### src/rtl/assert_macros.svh
// Assertion macros shared by the RTL of the glyph mapper.
// Depends on a clock named clk and an active-low reset named rst_n in scope.
`ifndef ASSERT_MACROS_SVH
`define ASSERT_MACROS_SVH
`ifndef SYNTH
`define AST_ALWAYS(name, cond) \
  name: assert property (@(posedge clk) disable iff (!rst_n) (cond)) \
    else $error("assertion failed");
`define AST_IMPLY(name, ante, cons) \
  name: assert property (@(posedge clk) disable iff (!rst_n) (ante) |-> (cons)) \
    else $error("assertion failed");
`else
`define AST_ALWAYS(name, cond)
`define AST_IMPLY(name, ante, cons)
`endif
`endif

### src/rtl/tbgm_pkg.sv
// Shared types, constants and helper functions of the tile brightness glyph mapper.
// Has no dependencies; tbgm_front, tbgm_queue, tbgm_back and the top level import it.
`timescale 1ns / 1ps
`default_nettype none
package tbgm_pkg;

  localparam int MAX_WIDTH     = 4096;
  localparam int TABLE_ENTRIES = 16;
  localparam int MAX_TILE      = 64;
  localparam int QUEUE_DEPTH   = 4;

  localparam logic [15:0] LFSR_MASK  = 16'hB400;
  localparam logic [15:0] SEED_RESET = 16'd44257;

  typedef enum logic [2:0] {
    CFG_FRAME_WIDTH  = 3'd0,
    CFG_FRAME_HEIGHT = 3'd1,
    CFG_TILE_WIDTH   = 3'd2,
    CFG_TILE_HEIGHT  = 3'd3,
    CFG_RANDOM_SEED  = 3'd4
  } cfg_reg_t;

  typedef enum logic {
    REQ_PIXEL = 1'b0,
    REQ_TABLE = 1'b1
  } req_kind_t;

  typedef enum logic {F_IDLE, F_ADD} front_state_t;

  typedef enum logic [2:0] {
    B_IDLE, B_DIV, B_MATCH, B_MOD, B_PICK, B_OUT
  } back_state_t;

  // Effective geometry after clamping.
  typedef struct packed {
    logic [12:0] fw;
    logic [12:0] fh;
    logic [6:0]  tw;
    logic [6:0]  th;
  } geom_t;

  // One queue entry: either a finished tile sum or a table write.
  typedef struct packed {
    req_kind_t   kind;
    logic [19:0] sum;
    logic [12:0] area;
    logic [11:0] tc;
    logic [11:0] trow;
    logic        eol;
    logic        eof;
    logic [3:0]  idx;
    logic [7:0]  lo;
    logic [7:0]  hi;
    logic [7:0]  gl;
    logic        vld;
  } q_item_t;

  function automatic logic [12:0] clamp_frame(input logic [12:0] v);
    if (v == 13'd0) return 13'd1;
    if (v > 13'(MAX_WIDTH)) return 13'(MAX_WIDTH);
    return v;
  endfunction

  function automatic logic [6:0] clamp_tile(input logic [6:0] v);
    if (v == 7'd0) return 7'd1;
    if (v > 7'(MAX_TILE)) return 7'(MAX_TILE);
    return v;
  endfunction

  function automatic logic [15:0] lfsr_step(input logic [15:0] s);
    return {1'b0, s[15:1]} ^ (s[0] ? LFSR_MASK : 16'd0);
  endfunction

endpackage
`default_nettype wire

### src/rtl/tbgm_queue.sv
// Short FIFO between the front and back ends.
// Depends on tbgm_pkg for the entry type and depth.
`timescale 1ns / 1ps
`default_nettype none
module tbgm_queue import tbgm_pkg::*; (
  input  wire logic    clk,
  input  wire logic    rst_n,
  input  wire logic    push,
  input  wire q_item_t wdata,
  input  wire logic    pop,
  output q_item_t      rdata,
  output logic         full,
  output logic         empty
);
  localparam int AW = $clog2(QUEUE_DEPTH);

  q_item_t        ent_r [QUEUE_DEPTH];
  logic [AW-1:0]  wp_r, rp_r;
  logic [AW:0]    cnt_r;

  assign full  = cnt_r == (AW+1)'(QUEUE_DEPTH);
  assign empty = cnt_r == '0;
  assign rdata = ent_r[rp_r];

  always_ff @(posedge clk) begin
    if (push) begin
      ent_r[wp_r] <= wdata;
    end
    if (!rst_n) begin
      wp_r  <= '0;
      rp_r  <= '0;
      cnt_r <= '0;
    end else begin
      if (push) wp_r <= wp_r + AW'(1);
      if (pop)  rp_r <= rp_r + AW'(1);
      cnt_r <= cnt_r + (AW+1)'(push) - (AW+1)'(pop);
    end
  end
endmodule
`default_nettype wire

### config.mk
export PLATFORM = sky130hd
export DESIGN_NAME = tbgm_queue
export DESIGN_NICKNAME = d
export VERILOG_FILES = /design/src/rtl/assert_macros.svh /design/src/rtl/tbgm_pkg.sv /design/src/rtl/tbgm_queue.sv
export SDC_FILE = /design/constraint.sdc
export NUM_CORES = 1
export LEC_CHECK = 0
export BUFFER_PORTS_ARGS = -buffer_cell sky130_fd_sc_hd__buf_2
export CORE_MARGIN = 2
export CORE_UTILIZATION = 59
export CTS_BUF_LIST = sky130_fd_sc_hd__clkbuf_8
export CTS_CLUSTER_DIAMETER = 150
export DETAILED_ROUTE_END_ITERATION = 7
export PLACE_DENSITY_LB_ADDON = 0.3
export SLEW_MARGIN = 5
export SYNTH_ARGS = -nofsm -noshare
export SYNTH_HDL_FRONTEND = slang
export SYNTH_SLANG_ARGS = --single-unit
### constraint.sdc
create_clock -name clk -period 3.5 [get_ports clk]
set_input_delay 0.7 -clock clk [delete_from_list [all_inputs] [get_ports clk]]
set_output_delay 0.7 -clock clk [all_outputs]
set_load 0.01 [all_outputs]
==> impl_metrics.py <==
metrics = {
    "clock_network": {
        "path_clk_slew_ps": 60,
        "clkLatencyLatePin_ps": 570,
        "cts_resized": 0,
        "cts_tree": "done",
        "cts.sinks": 365,
        "post_cts_buffers": 0,
        "holdBufCountCts": 0,
        "cts_buffer_depth": 3,
        "numCtsBuffers": 54,
        "cts_root_buf": "clkbuf_8",
        "htree_num_levels": 2,
    },
    "final_layout": {
        "syn_to_final_growth_pct": 17.27,
        "fin_cells": 1062,
        "fill_cells": 1295,
        "layout_common_cells": "356 x edfxtp_1, 183 x buf_2, 89 x mux4_2, 57 x clkbuf_8, 24 x inv_1",
        "seq_area_um2": 10880,
        "multiInputGateArea_um2": 2251,
        "drive_above_1_share_pct": 46.21,
        "nets": 838,
        "mostFrequentLayoutCell": "edfxtp_1",
    },
    "detailed_routing": {
        "drt_wl_total_um": 23700,
        "first_pass_iters": 4,
        "via_count": 6024,
        "wl_per_cell_um": 22.32,
        "ant_nets": 0,
        "remaining_drc_errors": 0,
        "drt_iter0_drc": 388,
        "vias_per_cell": 5.672,
    },
    "flow_run": {
        "cap_violations": 0,
    },
    "die": {
        "dieHeight_um": 153.9,
        "io_pins": 184,
        "die_area_um2": 23690,
        "initial_utilization_pct": 60.39,
        "num_rows": 54,
        "core_um2": 21960,
        "die_w_um": 153.9,
    },
    "timing": {
        "period_needed_ps": 3013,
        "setup_viol": 0,
        "tns_ps": 0,
        "rsz0062_at_grt": "false",
        "finalMaxSlewViolations": 0,
        "tightest_slew_ps": 631.6,
        "timing.final.crit_share_pct": 86.10,
        "hold_viol_final": 0,
        "slew_headroom_pct": 57.89,
        "fmax_mhz": 331.8,
        "finClkSkew_ps": 25.05,
    },
    "grt": {
        "grt_pass1_wl_um": 36670,
        "grt_pass1_vias": 6601,
        "overflow": 0,
        "track_usage_pct": 20.59,
        "grt_antenna_before_repair": 5,
        "grt_max_degree": 54,
    },
    "power_and_ir_drop": {
        "power_density_nw_per_um2": 578.9,
        "leakage_nw": 5.346,
        "peakVddDrop_uv": 428.4,
    },
    "synth": {
        "postSynthCellCount": 508,
        "ys_seq_area_share_pct": 81.98,
        "synth_seq_cells": 365,
        "ys_warn_count": 0,
        "avgSynthCellArea_um2": 26.10,
        "syn_area_um2": 13260,
        "ys_types": 21,
        "synth_nets": 608,
    },
    "place": {
        "dp_hpwl_um": 14260,
        "place.port_buffers": 183,
        "globalplace.congestion": 0.7062,
        "placedCellCount": 962,
    },
    "worst_setup_path": {
        "setup.worst_path.class": "flip-flop to primary output",
        "end_kind": "primary output",
        "cp_num_buf_inv": 2,
        "critPathMaxFanout": 19,
        "crit_chain": "buf_4 > mux4_2 > buf_2",
        "r2r_start": "wp_r[0]",
        "r2r_setup_slack_ps": 1600,
        "slowest_stage": "dfxtp_4",
        "path_delay_family": "flip-flops",
        "required_ps": 2800,
        "arrival_ps": 2310,
        "reg2reg_depth": 4,
        "rr_endpoint": "ent_r[2][70]",
        "startpoint_type": "flip-flop",
        "critPathMaxStageDelay_ps": 610,
    },
    "hold_path": {
        "whs_endpoint": "ent_r[0][83]",
        "worstHoldStart": "wdata[83]",
        "worstHoldPathType": "input pin to flip-flop",
        "holdPathStages": 1,
    },
    "run_status": {
        "status": "finished clean",
    },
}
==> report_power, final <==
group / total (mW) / switching [mW] / internal [mW]
Combinational: 0.900 / 0.469 / 0.431
Clock: 3.00 / 1.50 / 1.50
Sequential: 5.10 / 0.0751 / 5.02
Total: 9.00 / 2.04 / 6.96
==> state kept, by name, summed over array words and instances, names as in the netlist, named ones only <==
register	count
ent_r	356
cnt_r	3
rp_r	2
wp_r	2
==> kinds of logic after synthesis <==
group           synth area share (%)
compound gates                0.1132
xor+xnor                      0.3114
fa+ha+maj                     0.7171
buf+inv                        1.123
flops                          81.98
mux                            15.19
simple gates                  0.5662
==> how the worst max path moves through the flow <==
| stage | slack [ps] | to | cells after the start | from |
|---|---|---|---|---|
| floorplan | 280 | ent_r[0][0] | 1 | push |
| global placement | 1070 | rdata[43] | 3 | flip-flop |
| detailed placement | 1030 | rdata[37] | 3 | flip-flop |
| CTS | 400 | rdata[37] | 3 | flip-flop |
| global route | 320 | rdata[37] | 3 | flip-flop |
| finish | 490 | rdata[37] | 3 | flip-flop |
==> cell type report <==
cell class | count | area share, %
flip-flops and latches | 365 | 69.95
multi-input cells | 116 | 14.48
repair buffers | 194 | 6.984
clock buffers | 57 | 5.045
well taps | 280 | 2.253
clock inverters | 40 | 1.070
inverters | 7 | 0.1690
diodes | 3 | 0.04828
==> stage by stage <==
step	power (mW)	setup WS [ps]	area, um2	utilization [%]	hold slack [ps]
after floorplan	5.718	279.1	13260	-	499.3
final	9.002	486.6	15550	70.81	336.3
after global placement	6.064	1067	14590	66.45	500.4
after detailed placement	6.108	1031	14590	66.45	527.2
after global routing	9.346	317.7	15550	70.80	314.3
after CTS	9.097	404.1	15540	70.78	297.9
==> layer usage <==
layer	global-route usage (%)	routed length [um]	vias up
li1	-	-	2646
met1	26.90	9268	3100
met2	33.14	11760	237
met3	7.244	2177	39
met4	6.720	477	2
met5	0	13	-
==> cell usage after synthesis, drive strengths merged <==
| cell type | n | area, um2 |
|---|---|---|
| and2 | 6 | 37.54 |
| edfxtp | 356 | 10690 |
| mux4 | 89 | 2004 |
| nor3 | 1 | 5.000 |
| nor2 | 5 | 18.77 |
| fa | 1 | 20.02 |
| a21bo | 1 | 10.01 |
| dfxtp | 9 | 180.2 |
| a21oi | 1 | 5.000 |
| inv | 7 | 26.28 |
| xor3 | 1 | 23.77 |
| buf | 13 | 96.34 |
| nand3b | 1 | 7.510 |
| mux2i | 1 | 10.01 |
| xnor2 | 2 | 17.52 |
| and3 | 1 | 6.260 |
| ha | 6 | 75.07 |
| clkbuf | 7 | 26.28 |
==> worst register-to-register path: stages, from the launching register on <==
cell,delay [ps]
dfxtp_1,350
inv_1,100
ha_1,160
and2_4,520
buf_12,380
Note: power is estimated with default switching activity, not from simulation.
