==> config.mk <==
export PLATFORM = sky130hd
export DESIGN_NAME = tbgm_back
export DESIGN_NICKNAME = d
export VERILOG_FILES = /design/src/rtl/assert_macros.svh /design/src/rtl/tbgm_pkg.sv /design/src/rtl/tbgm_back.sv
export SDC_FILE = /design/constraint.sdc
export NUM_CORES = 1
export LEC_CHECK = 0
export CAP_MARGIN = 5
export CORE_MARGIN = 2
export CORE_UTILIZATION = 50
export CTS_BUF_LIST = sky130_fd_sc_hd__clkbuf_2
export CTS_CLUSTER_SIZE = 10
export DETAILED_ROUTE_END_ITERATION = 8
export DONT_BUFFER_PORTS = 1
export HOLD_SLACK_MARGIN = 0.15
export PLACE_DENSITY = 0.74
export SLEW_MARGIN = 20
export SYNTH_ARGS = -nofsm -noshare
export SYNTH_HDL_FRONTEND = slang
export SYNTH_SLANG_ARGS = --single-unit
==> constraint.sdc <==
create_clock -name clk -period 7.1 [get_ports clk]
set_input_delay 1.42 -clock clk [delete_from_list [all_inputs] [get_ports clk]]
set_output_delay 1.42 -clock clk [all_outputs]
set_load 0.05 [all_outputs]
==> src/rtl/assert_macros.svh <==
// Assertion macros shared by the RTL of the glyph mapper.
// Depends on a clock named clk and an active-low reset named rst_n in scope.
`ifndef ASSERT_MACROS_SVH
`define ASSERT_MACROS_SVH
`ifndef SYNTH
`define AST_ALWAYS(name, cond) \
  name: assert property (@(posedge clk) disable iff (!rst_n) (cond)) \
    else $error("assertion failed");
`define AST_IMPLY(name, ante, cons) \
  name: assert property (@(posedge clk) disable iff (!rst_n) (ante) |-> (cons)) \
    else $error("assertion failed");
`else
`define AST_ALWAYS(name, cond)
`define AST_IMPLY(name, ante, cons)
`endif
`endif

==> src/rtl/tbgm_pkg.sv <==
// Shared types, constants and helper functions of the tile brightness glyph mapper.
// Has no dependencies; tbgm_front, tbgm_queue, tbgm_back and the top level import it.
`timescale 1ns / 1ps
`default_nettype none
package tbgm_pkg;

  localparam int MAX_WIDTH     = 4096;
  localparam int TABLE_ENTRIES = 16;
  localparam int MAX_TILE      = 64;
  localparam int QUEUE_DEPTH   = 4;

  localparam logic [15:0] LFSR_MASK  = 16'hB400;
  localparam logic [15:0] SEED_RESET = 16'd44257;

  typedef enum logic [2:0] {
    CFG_FRAME_WIDTH  = 3'd0,
    CFG_FRAME_HEIGHT = 3'd1,
    CFG_TILE_WIDTH   = 3'd2,
    CFG_TILE_HEIGHT  = 3'd3,
    CFG_RANDOM_SEED  = 3'd4
  } cfg_reg_t;

  typedef enum logic {
    REQ_PIXEL = 1'b0,
    REQ_TABLE = 1'b1
  } req_kind_t;

  typedef enum logic {F_IDLE, F_ADD} front_state_t;

  typedef enum logic [2:0] {
    B_IDLE, B_DIV, B_MATCH, B_MOD, B_PICK, B_OUT
  } back_state_t;

  // Effective geometry after clamping.
  typedef struct packed {
    logic [12:0] fw;
    logic [12:0] fh;
    logic [6:0]  tw;
    logic [6:0]  th;
  } geom_t;

  // One queue entry: either a finished tile sum or a table write.
  typedef struct packed {
    req_kind_t   kind;
    logic [19:0] sum;
    logic [12:0] area;
    logic [11:0] tc;
    logic [11:0] trow;
    logic        eol;
    logic        eof;
    logic [3:0]  idx;
    logic [7:0]  lo;
    logic [7:0]  hi;
    logic [7:0]  gl;
    logic        vld;
  } q_item_t;

  function automatic logic [12:0] clamp_frame(input logic [12:0] v);
    if (v == 13'd0) return 13'd1;
    if (v > 13'(MAX_WIDTH)) return 13'(MAX_WIDTH);
    return v;
  endfunction

  function automatic logic [6:0] clamp_tile(input logic [6:0] v);
    if (v == 7'd0) return 7'd1;
    if (v > 7'(MAX_TILE)) return 7'(MAX_TILE);
    return v;
  endfunction

  function automatic logic [15:0] lfsr_step(input logic [15:0] s);
    return {1'b0, s[15:1]} ^ (s[0] ? LFSR_MASK : 16'd0);
  endfunction

endpackage
`default_nettype wire

==> src/rtl/tbgm_back.sv <==
// Back end: applies table writes, divides tile sums, matches the range table and picks a glyph.
// Depends on tbgm_pkg; reads items from tbgm_queue and drives the result register.
`timescale 1ns / 1ps
`default_nettype none
module tbgm_back import tbgm_pkg::*; (
  input  wire logic        clk,
  input  wire logic        rst_n,
  input  wire logic        seed_load,
  input  wire logic [15:0] seed,
  input  wire logic        q_empty,
  input  wire q_item_t     q_data,
  output logic             q_pop,
  output logic             out_valid,
  input  wire logic        out_ready,
  output logic [7:0]       out_glyph,
  output logic             out_fallback,
  output logic [7:0]       out_mean,
  output logic [11:0]      out_tc,
  output logic [11:0]      out_trow,
  output logic             out_eol,
  output logic             out_eof
);
  localparam int TW = $clog2(TABLE_ENTRIES);
  localparam int CW = $clog2(TABLE_ENTRIES + 1);

  back_state_t bst_r, bst_nxt;
  logic              tv_r [TABLE_ENTRIES];
  logic [7:0]        tlo_r [TABLE_ENTRIES];
  logic [7:0]        thi_r [TABLE_ENTRIES];
  logic [7:0]        tgl_r [TABLE_ENTRIES];
  logic [19:0]       rem_r;
  logic [12:0]       area_r;
  logic [7:0]        quo_r, glyph_r;
  logic [2:0]        k_r;
  logic [15:0]       lfsr_r;
  logic [TABLE_ENTRIES-1:0] match, match_r;
  logic [CW-1:0]     cnt, cnt_r, mrem_r, pick_r;
  logic [CW:0]       mtry;
  logic [3:0]        bit_r;
  logic [TW-1:0]     idx_r;
  logic [11:0]       tc_r, trow_r;
  logic              eol_r, eof_r, fb_r;
  logic [20:0]       dshift;

  assign dshift = {8'd0, area_r} << k_r;
  assign mtry   = {mrem_r, lfsr_r[bit_r]};

  always_comb begin
    cnt = '0;
    for (int i = 0; i < TABLE_ENTRIES; i++) begin
      match[i] = tv_r[i] && (tlo_r[i] <= quo_r) && (quo_r <= thi_r[i]);
      cnt      = cnt + CW'(match[i]);
    end
  end

  always_comb begin
    bst_nxt = bst_r;
    unique case (bst_r)
      B_IDLE:  if (!q_empty && q_data.kind == REQ_PIXEL) bst_nxt = B_DIV;
      B_DIV:   if (k_r == 3'd0) bst_nxt = B_MATCH;
      B_MATCH: bst_nxt = (cnt == '0) ? B_OUT : B_MOD;
      B_MOD:   if (bit_r == 4'd0) bst_nxt = B_PICK;
      B_PICK:  if (match_r[idx_r] && pick_r == '0) bst_nxt = B_OUT;
      B_OUT:   if (out_ready) bst_nxt = B_IDLE;
      default: bst_nxt = B_IDLE;
    endcase
  end

  always_comb begin
    q_pop     = 1'b0;
    out_valid = 1'b0;
    unique case (bst_r)
      B_IDLE:  q_pop = !q_empty;
      B_OUT:   out_valid = 1'b1;
      default: q_pop = 1'b0;
    endcase
  end

  assign out_glyph    = glyph_r;
  assign out_fallback = fb_r;
  assign out_mean     = quo_r;
  assign out_tc       = tc_r;
  assign out_trow     = trow_r;
  assign out_eol      = eol_r;
  assign out_eof      = eof_r;

  always_ff @(posedge clk) begin
    unique case (bst_r)
      B_IDLE: begin
        if (!q_empty && q_data.kind == REQ_TABLE &&
            {1'b0, q_data.idx} < 5'(TABLE_ENTRIES)) begin
          tlo_r[TW'(q_data.idx)] <= q_data.lo;
          thi_r[TW'(q_data.idx)] <= q_data.hi;
          tgl_r[TW'(q_data.idx)] <= q_data.gl;
        end
        rem_r  <= q_data.sum;
        area_r <= q_data.area;
        tc_r   <= q_data.tc;
        trow_r <= q_data.trow;
        eol_r  <= q_data.eol;
        eof_r  <= q_data.eof;
        quo_r  <= '0;
        k_r    <= 3'd7;
      end
      B_DIV: begin
        // Restoring division; the mean never exceeds 255, so 8 steps suffice.
        if ({1'b0, rem_r} >= dshift) begin
          rem_r       <= rem_r - dshift[19:0];
          quo_r[k_r]  <= 1'b1;
        end
        k_r <= k_r - 3'd1;
      end
      B_MATCH: begin
        match_r <= match;
        cnt_r   <= cnt;
        mrem_r  <= '0;
        bit_r   <= 4'd15;
        idx_r   <= '0;
        fb_r    <= cnt == '0;
        glyph_r <= '0;
      end
      B_MOD: begin
        // One bit of the LFSR value per cycle, remainder by the match count.
        mrem_r <= (mtry >= {1'b0, cnt_r}) ? CW'(mtry - {1'b0, cnt_r}) : CW'(mtry);
        bit_r  <= bit_r - 4'd1;
        if (bit_r == 4'd0) begin
          pick_r <= (mtry >= {1'b0, cnt_r}) ? CW'(mtry - {1'b0, cnt_r}) : CW'(mtry);
        end
      end
      B_PICK: begin
        if (match_r[idx_r]) begin
          if (pick_r == '0) glyph_r <= tgl_r[idx_r];
          else pick_r <= pick_r - CW'(1);
        end
        idx_r <= idx_r + TW'(1);
      end
      default: ;
    endcase

    if (!rst_n) begin
      bst_r  <= B_IDLE;
      lfsr_r <= SEED_RESET;
      for (int i = 0; i < TABLE_ENTRIES; i++) tv_r[i] <= 1'b0;
    end else begin
      bst_r <= bst_nxt;
      if (seed_load) begin
        lfsr_r <= seed;
      end else if (bst_r == B_MATCH) begin
        lfsr_r <= lfsr_step(lfsr_r);
      end
      if (bst_r == B_IDLE && !q_empty && q_data.kind == REQ_TABLE &&
          {1'b0, q_data.idx} < 5'(TABLE_ENTRIES)) begin
        tv_r[TW'(q_data.idx)] <= q_data.vld;
      end
    end
  end
endmodule
`default_nettype wire

==> flow_metrics.env, run 1 <==
export IMPL_drt_pass1_iterations=8
export IMPL_fmax_mhz=154
export IMPL_cts_tree="done"
export IMPL_coreArea_um2=53800
export IMPL_seqPwrFrac_pct=44.2
export IMPL_status="completed"
export IMPL_synth_top_family_by_area="adder cells"
export IMPL_synth_area_leader_cell="edfxtp_1"
export IMPL_synth_seq_cells=541
export IMPL_nets=2632
export IMPL_grtUsageTotal_pct=23.7
export IMPL_synthAdderAreaFrac_pct=14.3
export IMPL_htreeDepth=4
export IMPL_max_stage_delay_ns=0.52
export IMPL_post_cts_setup_buffers=0
export IMPL_synth_area_leaders="edfxtp_1, ha_1, mux4_2, dfxtp_1, inv_1"
export IMPL_setup_reg_to_reg_worst_slack_ns=0.60
export IMPL_pwr_density_cell_nw_per_um2=295
export IMPL_r2r_start="out_mean[1]$_SDFFCE_PN0P_"
export IMPL_via_count=17500
export IMPL_yosysWarnings=0
export IMPL_max_cap_violations=0
export IMPL_worstMarginPinSlew_ns=1.02
export IMPL_rsz0062_at_grt="no"
export IMPL_start_util_pct=50.6
export IMPL_die_height_um=237
export IMPL_wl_per_cell_um=21.7
export IMPL_power_frac_comb_pct=31.9
export IMPL_utilization_pct=56.2
export IMPL_cts_repair_resized=0
export IMPL_cp_cell_sequence="inv_1 > buf_4 > ha_1 > nor2b_1 > o21a_1 > o21a_1 > o21ai_0 > nand4b_1 > a31oi_1 > fa_1 > inv_1 > fa_1 > fa_1 > inv_1 > fa_1 > ha_1 > inv_1 > fa_1 > nor2b_1 > a22oi_1 > nor4_1 > nor2b_1 > o311a_1"
export IMPL_worstHoldStart="rst_n"
export IMPL_worstPathArrival_ns=7.56
export IMPL_leakagePower_nw=12.2
export IMPL_cts_hold_buf=69
export IMPL_synth_net_count=2426
export IMPL_gp_congestion=0.897
export IMPL_ys_seq_area_share_pct=58.3
export IMPL_synth_cell_types=59
export IMPL_clockRootBuffer="clkbuf_2"
export IMPL_io_buffer_count=0
export IMPL_slew_headroom_pct=32.0
export IMPL_min_period_ns=6.50
export IMPL_worst_setup_path_start_kind="flop"
export IMPL_rows=85
export IMPL_hold_viol_final=0
export IMPL_synthesis_area_um2=27200
export IMPL_io_pins=155
export IMPL_grt_antenna_before_repair=6
export IMPL_syn2layout_area_growth_pct=11.2
export IMPL_power_switching_w=0.00329
export IMPL_cts_buffers=139
export IMPL_swShare_pct=36.8
export IMPL_path_clk_slew_ns=0.12
export IMPL_netlist_instances=2012
export IMPL_p_int_w=0.00564
export IMPL_timing_setup_tns_ns=0
export IMPL_crit_start="out_mean[1]$_SDFFCE_PN0P_"
export IMPL_fillers=4295
export IMPL_critPathKind="reg2reg"
export IMPL_synth_simple_area_share_pct=8.85
export IMPL_drt_initial_drc_count=1369
export IMPL_critPathCaptureType="flop"
export IMPL_place_hpwl_um=42500
export IMPL_synth_avg_cell_area_um2=13.5
export IMPL_synth_compound_gate_area_share_pct=8.48
export IMPL_synthXorXnorAreaFrac_pct=0.901
export IMPL_die_width_um=237
export IMPL_clock_path_buffers=3
export IMPL_critPathSlowestCell="fa_1"
export IMPL_die_area_um2=56300
export IMPL_fin_skew_ns=0.121
export IMPL_grt_pass1_wl_um=101000
export IMPL_synth_mux_area_share_pct=6.06
export IMPL_hold_class="in2reg"
export IMPL_grt_overflow_total=0
export IMPL_period_share_pct=91.6
export IMPL_critPathMaxFanout=9
export IMPL_cts_sinks=541
export IMPL_synth_ff_type="edfxtp_1"
export IMPL_drtAntennaViolNets=0
export IMPL_async_flop_share_pct=0
export IMPL_vdd_drop_max_v=0.000158
export IMPL_wirelength_um=65700
export IMPL_synth_top_area_share_pct=55.4
export IMPL_power_frac_clock_pct=23.9
export IMPL_crit_top_cell="fa_1"
export IMPL_grt_pass1_vias=18200
export IMPL_remaining_drc_errors=0
export IMPL_final_max_slew_viol_count=0
export IMPL_crit_required_ns=8.16
export IMPL_synth_edff_count=502
export IMPL_grt_max_degree=51
export IMPL_vias_per_cell=5.78
export IMPL_finalSetupViolCount=0
export IMPL_drive_gt1_share_pct=15.2
export IMPL_worstSkewPairLatency_ns=1.28
final timing paths:
check                               end  cells after the start
setup / recovery  bst_r[1]$_SDFFE_PN0P_                     23
hold / removal          tv_r[3]$_DFF_P_                      1
setup reg to reg  bst_r[1]$_SDFFE_PN0P_                     23
hold reg to reg        tv_r[15]$_DFF_P_                      2
worst max-delay path: cells and delay by family, from the launching register on:
kind	cells	cell delay [ns]
AO/OA/AOI/OAI	6	1.37
adder cells (fa/ha/maj)	7	2.78
AND/OR/NAND/NOR	5	0.90
flip-flops	1	0.40
buffers and inverters	5	0.84
cell families after synthesis:
kind of cell / after synthesis
muxes: 97
AOI/OAI and AO/OA: 363
xor gates and xnor gates: 28
buffers and inverters: 221
DFF: 541
and+or+nand+nor: 458
adders and majority gates: 304
registers in the layout, summed over array words and instances, names as in the netlist, 12 cells and up, named ones only:
signal and count:
tgl_r 128, thi_r 128, tlo_r 128, rem_r 20, lfsr_r 16, match_r 16
tv_r 16, area_r 13, out_tc 12, out_trow 12
cells in the mapped netlist, types with 4 or more instances:
master and instances:
xnor2_1 16, mux4_1 4, mux2i_1 34, ha_1 292, a211oi_1 9, o21ai_0 97, nand3_1 39, dfxtp_1 39
nor3_1 15, and2_1 19, or3_1 14, nand3b_1 10, buf_2 9, and3_1 34, o211ai_1 6, a21oi_1 79
mux4_2 48, nand4b_1 12, nand2_1 114, edfxtp_1 502, a21o_1 56, inv_1 172, o21a_1 61, xor2_1 12
fa_1 12, a31oi_1 13, mux2_2 11, buf_1 5, nor2b_1 60, a21boi_0 13, nand4_1 41, clkbuf_1 33
nor2_1 69, nand2b_1 21
layout make-up:
class                           count  area [um^2]  share of cell area, %
Multi-Input combinational cell   1250        10600                   34.9
Timing Repair Buffer              114         1040                   3.44
Antenna cell                        4         10.0                 0.0331
Clock inverter                     49          273                  0.901
Inverter                          172          646                   2.13
Sequential cell                   541        15900                   52.4
Tap cell                          696          871                   2.88
Clock buffer                      199          996                   3.29
power groups by stage:
stage / registers, W / logic, W / clock network [W]
final: 0.00395 / 0.00285 / 0.00213
after global routing: 0.00397 / 0.00320 / 0.00234
after CTS: 0.00395 / 0.00283 / 0.00219
after detailed placement: 0.00402 / 0.00273 / 0
after global placement: 0.00401 / 0.00260 / 0
after floorplan: 0.00409 / 0.00186 / 0
routing by layer:
metal | part of all wire, % | track usage [%]
met4 | 3.2 | 10.1
met3 | 8.0 | 6.42
met1 | 41 | 29.5
met5 | 0.032 | 0
met2 | 48 | 39.2
placed cells by master (no fill, tap or decap), types with 38 or more instances in the layout:
cell type	synthesis	routed
nand4_1	41	41
ha_1	292	292
inv_1	172	172
nand3_1	39	39
nand2_1	114	114
nor2_1	69	57
nor2b_1	60	59
o21a_1	61	61
a21o_1	56	56
edfxtp_1	502	502
mux4_2	48	48
o21ai_0	97	97
dlygate4sd3_1	0	69
clkbuf_2	0	199
buf_4	1	43
dfxtp_1	39	38
a21oi_1	79	79
stage by stage:
stage / setup WS [ns] / std cells / area, um^2 / hold WS [ns] / total power [W]
final: 0.596 / 3025 / 30300 / 0.309 / 0.00893
after global routing: 0.423 / 3025 / 30300 / 0.166 / 0.00951
after CTS: 0.715 / 3019 / 30200 / 0.151 / 0.00897
after detailed placement: 0.780 / 2702 / 28300 / 0.497 / 0.00674
after global placement: 1.04 / 2702 / 28300 / 0.481 / 0.00661
after floorplan: 0.601 / 2012 / 27200 / 0.458 / 0.00595
Power figures use the tool's default switching activity.
==> run 2, diff against run 1 <==
Settings changed: HOLD_SLACK_MARGIN 0.15 to not set, REMOVE_ABC_BUFFERS set to 1.
==> flow_metrics.env, run 2 (same netlist as run 1, synthesis figures left out) <==
export IMPL_nets=2571
export IMPL_power_frac_clock_pct=24.6
export IMPL_cp_cell_sequence="inv_1 > buf_4 > ha_1 > nor2b_1 > o21a_1 > o21a_1 > o21ai_0 > a21oi_1 > a31oi_1 > fa_1 > inv_1 > fa_1 > fa_1 > inv_1 > fa_1 > ha_1 > inv_1 > fa_1 > nor2b_1 > a22oi_1 > nor4_1 > nor2b_1 > o311a_1"
export IMPL_critPathMaxFanout=9
export IMPL_status="completed"
export IMPL_hold_class="in2reg"
export IMPL_critPathKind="reg2reg"
export IMPL_io_pins=155
export IMPL_max_cap_violations=0
export IMPL_path_clk_slew_ns=0.12
export IMPL_top_regs="tgl_r: 128 flops, thi_r: 128 flops, tlo_r: 128 flops"
export IMPL_cts_tree="done"
export IMPL_grt_overflow_total=0
export IMPL_critPathCaptureType="flop"
export IMPL_power_total_w=0.00895
export IMPL_setup_ws_ns=0.628
export IMPL_cts_sinks=541
export IMPL_grt_max_degree=51
export IMPL_grtUsageTotal_pct=23.4
export IMPL_worstPathArrival_ns=7.59
export IMPL_place_hpwl_um=43100
export IMPL_via_count=17400
export IMPL_crit_required_ns=8.22
export IMPL_vdd_drop_max_v=0.000203
export IMPL_gp_congestion=0.879
export IMPL_power_switching_w=0.00327
export IMPL_htreeDepth=4
export IMPL_remaining_drc_errors=0
export IMPL_cp_top_family="adder cells"
export IMPL_syn2layout_area_growth_pct=8.96
export IMPL_final_max_slew_viol_count=0
export IMPL_setup_reg_to_reg_worst_slack_ns=0.63
export IMPL_holdPathStages=0
export IMPL_post_place_ws_ns=0.762
export IMPL_crit_top_cell="fa_1"
export IMPL_io_buffer_count=0
export IMPL_placed_area_um2=28300
export IMPL_seqPwrFrac_pct=43.8
export IMPL_vias_per_cell=5.86
export IMPL_swShare_pct=36.5
export IMPL_rows=85
export IMPL_crit_buf_inv=5
export IMPL_start_util_pct=50.6
export IMPL_dp_cells=2708
export IMPL_grt_pass1_vias=17900
export IMPL_worst_setup_path_start_kind="flop"
export IMPL_cts_repair_resized=0
export IMPL_post_cts_setup_buffers=0
export IMPL_finalNonFillerCells=2962
export IMPL_hold_slack_ns=0.181
export IMPL_cts_buffers=143
export IMPL_grt_pass1_wl_um=99100
export IMPL_die_width_um=237
export IMPL_grt_antenna_before_repair=2
export IMPL_worstSkewPairLatency_ns=1.33
export IMPL_cts_hold_buf=0
export IMPL_final_cell_mix="edfxtp_1, ha_1, clkbuf_2"
export IMPL_fmax_mhz=155
export IMPL_leakagePower_nw=12.0
export IMPL_finalSetupViolCount=0
export IMPL_p_int_w=0.00568
export IMPL_critPathSlowestCell="fa_1"
export IMPL_reg2reg_depth=23
export IMPL_die_height_um=237
export IMPL_drive_gt1_share_pct=15.9
export IMPL_max_stage_delay_ns=0.51
export IMPL_clock_path_buffers=3
export IMPL_coreArea_um2=53800
export IMPL_die_area_um2=56300
export IMPL_final_area_um2=29700
export IMPL_min_period_ns=6.47
export IMPL_clockRootBuffer="clkbuf_2"
export IMPL_crit_cells=23
export IMPL_worstMarginPinSlew_ns=1.11
export IMPL_drt_pass1_iterations=6
export IMPL_pwr_density_cell_nw_per_um2=302
export IMPL_wl_per_cell_um=22.0
export IMPL_drt_initial_drc_count=1585
export IMPL_slew_headroom_pct=25.9
export IMPL_rsz0062_at_grt="no"
export IMPL_drtAntennaViolNets=0
export IMPL_period_share_pct=91.1
export IMPL_r2r_start="out_mean[1]$_SDFFCE_PN0P_"
export IMPL_wirelength_um=65100
export IMPL_setup_worst_path_end="bst_r[1]$_SDFFE_PN0P_"
export IMPL_fin_skew_ns=0.104
export IMPL_hold_viol_final=0
export IMPL_crit_start="out_mean[1]$_SDFFCE_PN0P_"
export IMPL_final_common_cell="edfxtp_1"
export IMPL_power_frac_comb_pct=31.6
export IMPL_rr_endpoint="bst_r[1]$_SDFFE_PN0P_"
-- run 2: routing by layer --
layer  share of wire [%]  vias to the layer above  GRT usage [%]
met5                   0                        -              0
met4                 3.8                        0           12.1
met3                 8.6                      135           6.17
met2                  47                      739           37.4
met1                  41                     8489           29.4
li1                    -                     7991              -
-- run 2: layout make-up --
class,instances,area [um^2]
antenna,5,12.5
clock buffer,196,981
clock inverter,53,339
fill,4380,24200
inverter,172,646
multi-input combinational,1250,10600
sequential,541,15900
tap,696,871
timing repair buffer,49,368
-- run 2: power by group through the flow --
stage                     Sequential (W)  Combinational, W  Clock [W]
after detailed placement         0.00399           0.00278          0
after global placement           0.00399           0.00265          0
after CTS                        0.00392           0.00280    0.00226
after global routing             0.00394           0.00315    0.00242
final                            0.00392           0.00283    0.00220
after floorplan                  0.00413           0.00180          0
-- run 2: worst min-delay path by stage --
stage / startpoint / to
6_report: q_data[10] / thi_r[11][1]$_DFFE_PP_
5_1_grt: q_data[21] / tlo_r[7][4]$_DFFE_PP_
4_1_cts: q_data[15] / thi_r[5][6]$_DFFE_PP_
3_5_place_dp: tv_r[9]$_DFF_P_ / tv_r[9]$_DFF_P_
3_3_place_gp: tv_r[3]$_DFF_P_ / tv_r[3]$_DFF_P_
2_1_floorplan: tv_r[2]$_DFF_P_ / tv_r[2]$_DFF_P_
-- run 2: per-stage QoR --
step / util (%) / setup TNS [ns]
floorplan: - / -15.19
global placement: 52.6 / 0
detailed placement: 52.6 / 0
CTS: 55.1 / 0
global route: 55.1 / 0
finish: 55.1 / 0
-- run 2: worst register-to-register path: cells and delay by family (launching register included) --
| kind | cells | cell delay, ns |
|---|---|---|
| AND/OR/NAND/NOR | 4 | 0.83 |
| AO/OA/AOI/OAI | 7 | 1.43 |
| adder cells (fa/ha/maj) | 7 | 2.79 |
| flip-flops | 1 | 0.41 |
| buffers and inverters | 5 | 0.88 |
==> run 3, diff against run 2 <==
Settings changed: PLACE_DENSITY 0.74 to 0.71.
==> flow_metrics.env, run 3 (same netlist as run 1, synthesis figures left out) <==
export IMPL_status="completed"
export IMPL_cts_hold_buf=29
export IMPL_cts_sinks=541
export IMPL_crit_top_cell="fa_1"
export IMPL_grt_pass1_vias=18000
export IMPL_period_share_pct=91.0
export IMPL_crit_start="out_mean[1]$_SDFFCE_PN0P_"
export IMPL_worstSkewPairLatency_ns=1.38
export IMPL_fin_skew_ns=0.0999
export IMPL_nets=2597
export IMPL_grtUsageTotal_pct=24.3
export IMPL_setup_worst_path_end="bst_r[1]$_SDFFE_PN0P_"
export IMPL_final_cell_mix="edfxtp_1, ha_1, clkbuf_2"
export IMPL_critPathKind="reg2reg"
export IMPL_rsz0062_at_grt="no"
export IMPL_vdd_drop_max_v=0.000149
export IMPL_die_height_um=237
export IMPL_worstMarginPinSlew_ns=0.994
export IMPL_hold_class="in2reg"
export IMPL_syn2layout_area_growth_pct=9.89
export IMPL_grt_overflow_total=0
export IMPL_slew_headroom_pct=33.5
export IMPL_start_util_pct=50.6
export IMPL_max_cap_violations=0
export IMPL_fmax_mhz=155
export IMPL_grt_pass1_wl_um=102000
export IMPL_cts_repair_resized=0
export IMPL_io_buffer_count=0
export IMPL_timing_setup_tns_ns=0
export IMPL_gp_congestion=0.899
export IMPL_grt_max_degree=51
export IMPL_cp_cell_sequence="inv_1 > buf_4 > ha_1 > nor2b_1 > o21a_1 > o21a_1 > o21ai_0 > nand4b_1 > a31oi_1 > fa_1 > inv_1 > fa_1 > fa_1 > inv_1 > fa_1 > ha_1 > inv_1 > fa_1 > nor2b_1 > a22oi_1 > nor4_1 > nor2b_1 > o311a_1"
export IMPL_clock_path_buffers=3
export IMPL_crit_buf_inv=5
export IMPL_coreArea_um2=53800
export IMPL_drt_pass1_iterations=6
export IMPL_rows=85
export IMPL_critPathMaxFanout=11
export IMPL_cts_buffers=143
export IMPL_cts_tree="done"
export IMPL_crit_required_ns=8.29
export IMPL_rr_endpoint="bst_r[1]$_SDFFE_PN0P_"
export IMPL_worst_setup_path_start_kind="flop"
export IMPL_pwr_density_cell_nw_per_um2=301
export IMPL_critPathCaptureType="flop"
export IMPL_via_count=17400
export IMPL_cp_top_family="adder cells"
export IMPL_io_pins=155
export IMPL_leakagePower_nw=12.1
export IMPL_path_clk_slew_ns=0.12
export IMPL_wirelength_um=67500
export IMPL_top_regs="tgl_r: 128 flops, thi_r: 128 flops, tlo_r: 128 flops"
export IMPL_grt_antenna_before_repair=3
export IMPL_die_area_um2=56300
export IMPL_max_stage_delay_ns=0.52
export IMPL_drive_gt1_share_pct=15.3
export IMPL_r2r_start="out_mean[1]$_SDFFCE_PN0P_"
export IMPL_final_common_cell="edfxtp_1"
export IMPL_post_cts_setup_buffers=0
export IMPL_vias_per_cell=5.85
export IMPL_min_period_ns=6.46
export IMPL_drtAntennaViolNets=0
export IMPL_clockRootBuffer="clkbuf_2"
export IMPL_remaining_drc_errors=0
export IMPL_wl_per_cell_um=22.6
export IMPL_reg2reg_depth=23
export IMPL_critPathSlowestCell="fa_1"
export IMPL_setup_reg_to_reg_worst_slack_ns=0.64
export IMPL_final_max_slew_viol_count=0
export IMPL_hold_viol_final=0
export IMPL_htreeDepth=4
export IMPL_worstPathArrival_ns=7.66
export IMPL_crit_cells=23
export IMPL_drt_initial_drc_count=1422
export IMPL_die_width_um=237
export IMPL_place_hpwl_um=42900
export IMPL_power_total_w=0.00899
export IMPL_finalSetupViolCount=0
run 3: cell count changes in the layout (fill, tap and decap cells not counted), sizes merged:
cell / before / now
clkinvlp: 2 / 3
buf: 49 / 46
bufinv: 3 / 4
dlygate4sd3: 0 / 29
clkinv: 41 / 39
clkbuf: 196 / 194
inv: 179 / 176
run 3: report_power, final:
| part | switching [W] | internal (W) |
|---|---|---|
| combinational | 0.00175 | 0.00109 |
| sequential | 0.000214 | 0.00371 |
| clock | 0.00132 | 0.000897 |
| total | 0.00329 | 0.00570 |
run 3: worst reg2reg max path, stage by stage (launching register included):
cell	delay [ns]
edfxtp_1	0.42
inv_1	0.50
buf_4	0.23
ha_1	0.25
nor2b_1	0.14
o21a_1	0.17
o21a_1	0.16
o21ai_0	0.15
nand4b_1	0.11
a31oi_1	0.40
fa_1	0.49
inv_1	0.09
fa_1	0.45
fa_1	0.52
inv_1	0.05
fa_1	0.48
ha_1	0.17
inv_1	0.06
fa_1	0.42
nor2b_1	0.17
a22oi_1	0.11
nor4_1	0.40
nor2b_1	0.11
o311a_1	0.31
run 3: per-layer routing:
| metal | vias up | global-route usage (%) | wire, um | part of all wire, % |
|---|---|---|---|---|
| met3 | 151 | 6.25 | 5340 | 7.9 |
| met1 | 8585 | 30.0 | 27400 | 41 |
| met4 | 0 | 11.7 | 2350 | 3.5 |
| met2 | 690 | 40.1 | 32400 | 48 |
| li1 | 8013 | - | - | - |
| met5 | - | 0 | 0 | 0 |
run 3: how the worst min path moves through the flow:
stage	endpoint	start	slack [ns]	depth (start not counted)
global placement	tv_r[7]$_DFF_P_	tv_r[7]$_DFF_P_	0.49	2
floorplan	tv_r[2]$_DFF_P_	tv_r[2]$_DFF_P_	0.46	2
detailed placement	tv_r[7]$_DFF_P_	tv_r[7]$_DFF_P_	0.50	2
finish	tgl_r[7][2]$_DFFE_PP_	q_data[3]	0.14	0
CTS	thi_r[13][5]$_DFFE_PP_	q_data[14]	0.000009	0
global route	tgl_r[4][4]$_DFFE_PP_	q_data[5]	-0.01	0
run 3: layout make-up:
| cell class | count | area [um^2] |
|---|---|---|
| Fill cell | 4408 | 23900 |
| Inverter | 172 | 646 |
| Clock buffer | 194 | 971 |
| Tap cell | 696 | 871 |
| Clock inverter | 50 | 335 |
| Sequential cell | 541 | 15900 |
| Antenna cell | 5 | 12.5 |
| Timing Repair Buffer | 75 | 636 |
| Multi-Input combinational cell | 1250 | 10600 |
run 3: metrics by stage:
step	std cells	hold slack (ns)	util, %	setup slack, ns	area, um^2
2_1_floorplan	1963	0.458	-	-0.543	27000
3_3_place_gp	2705	0.487	52.6	0.976	28300
3_5_place_dp	2705	0.503	52.6	0.717	28300
4_1_cts	2978	0.00000888	55.5	0.704	29900
5_1_grt	2983	-0.0133	55.6	0.340	29900
6_report	2983	0.141	55.6	0.636	29900
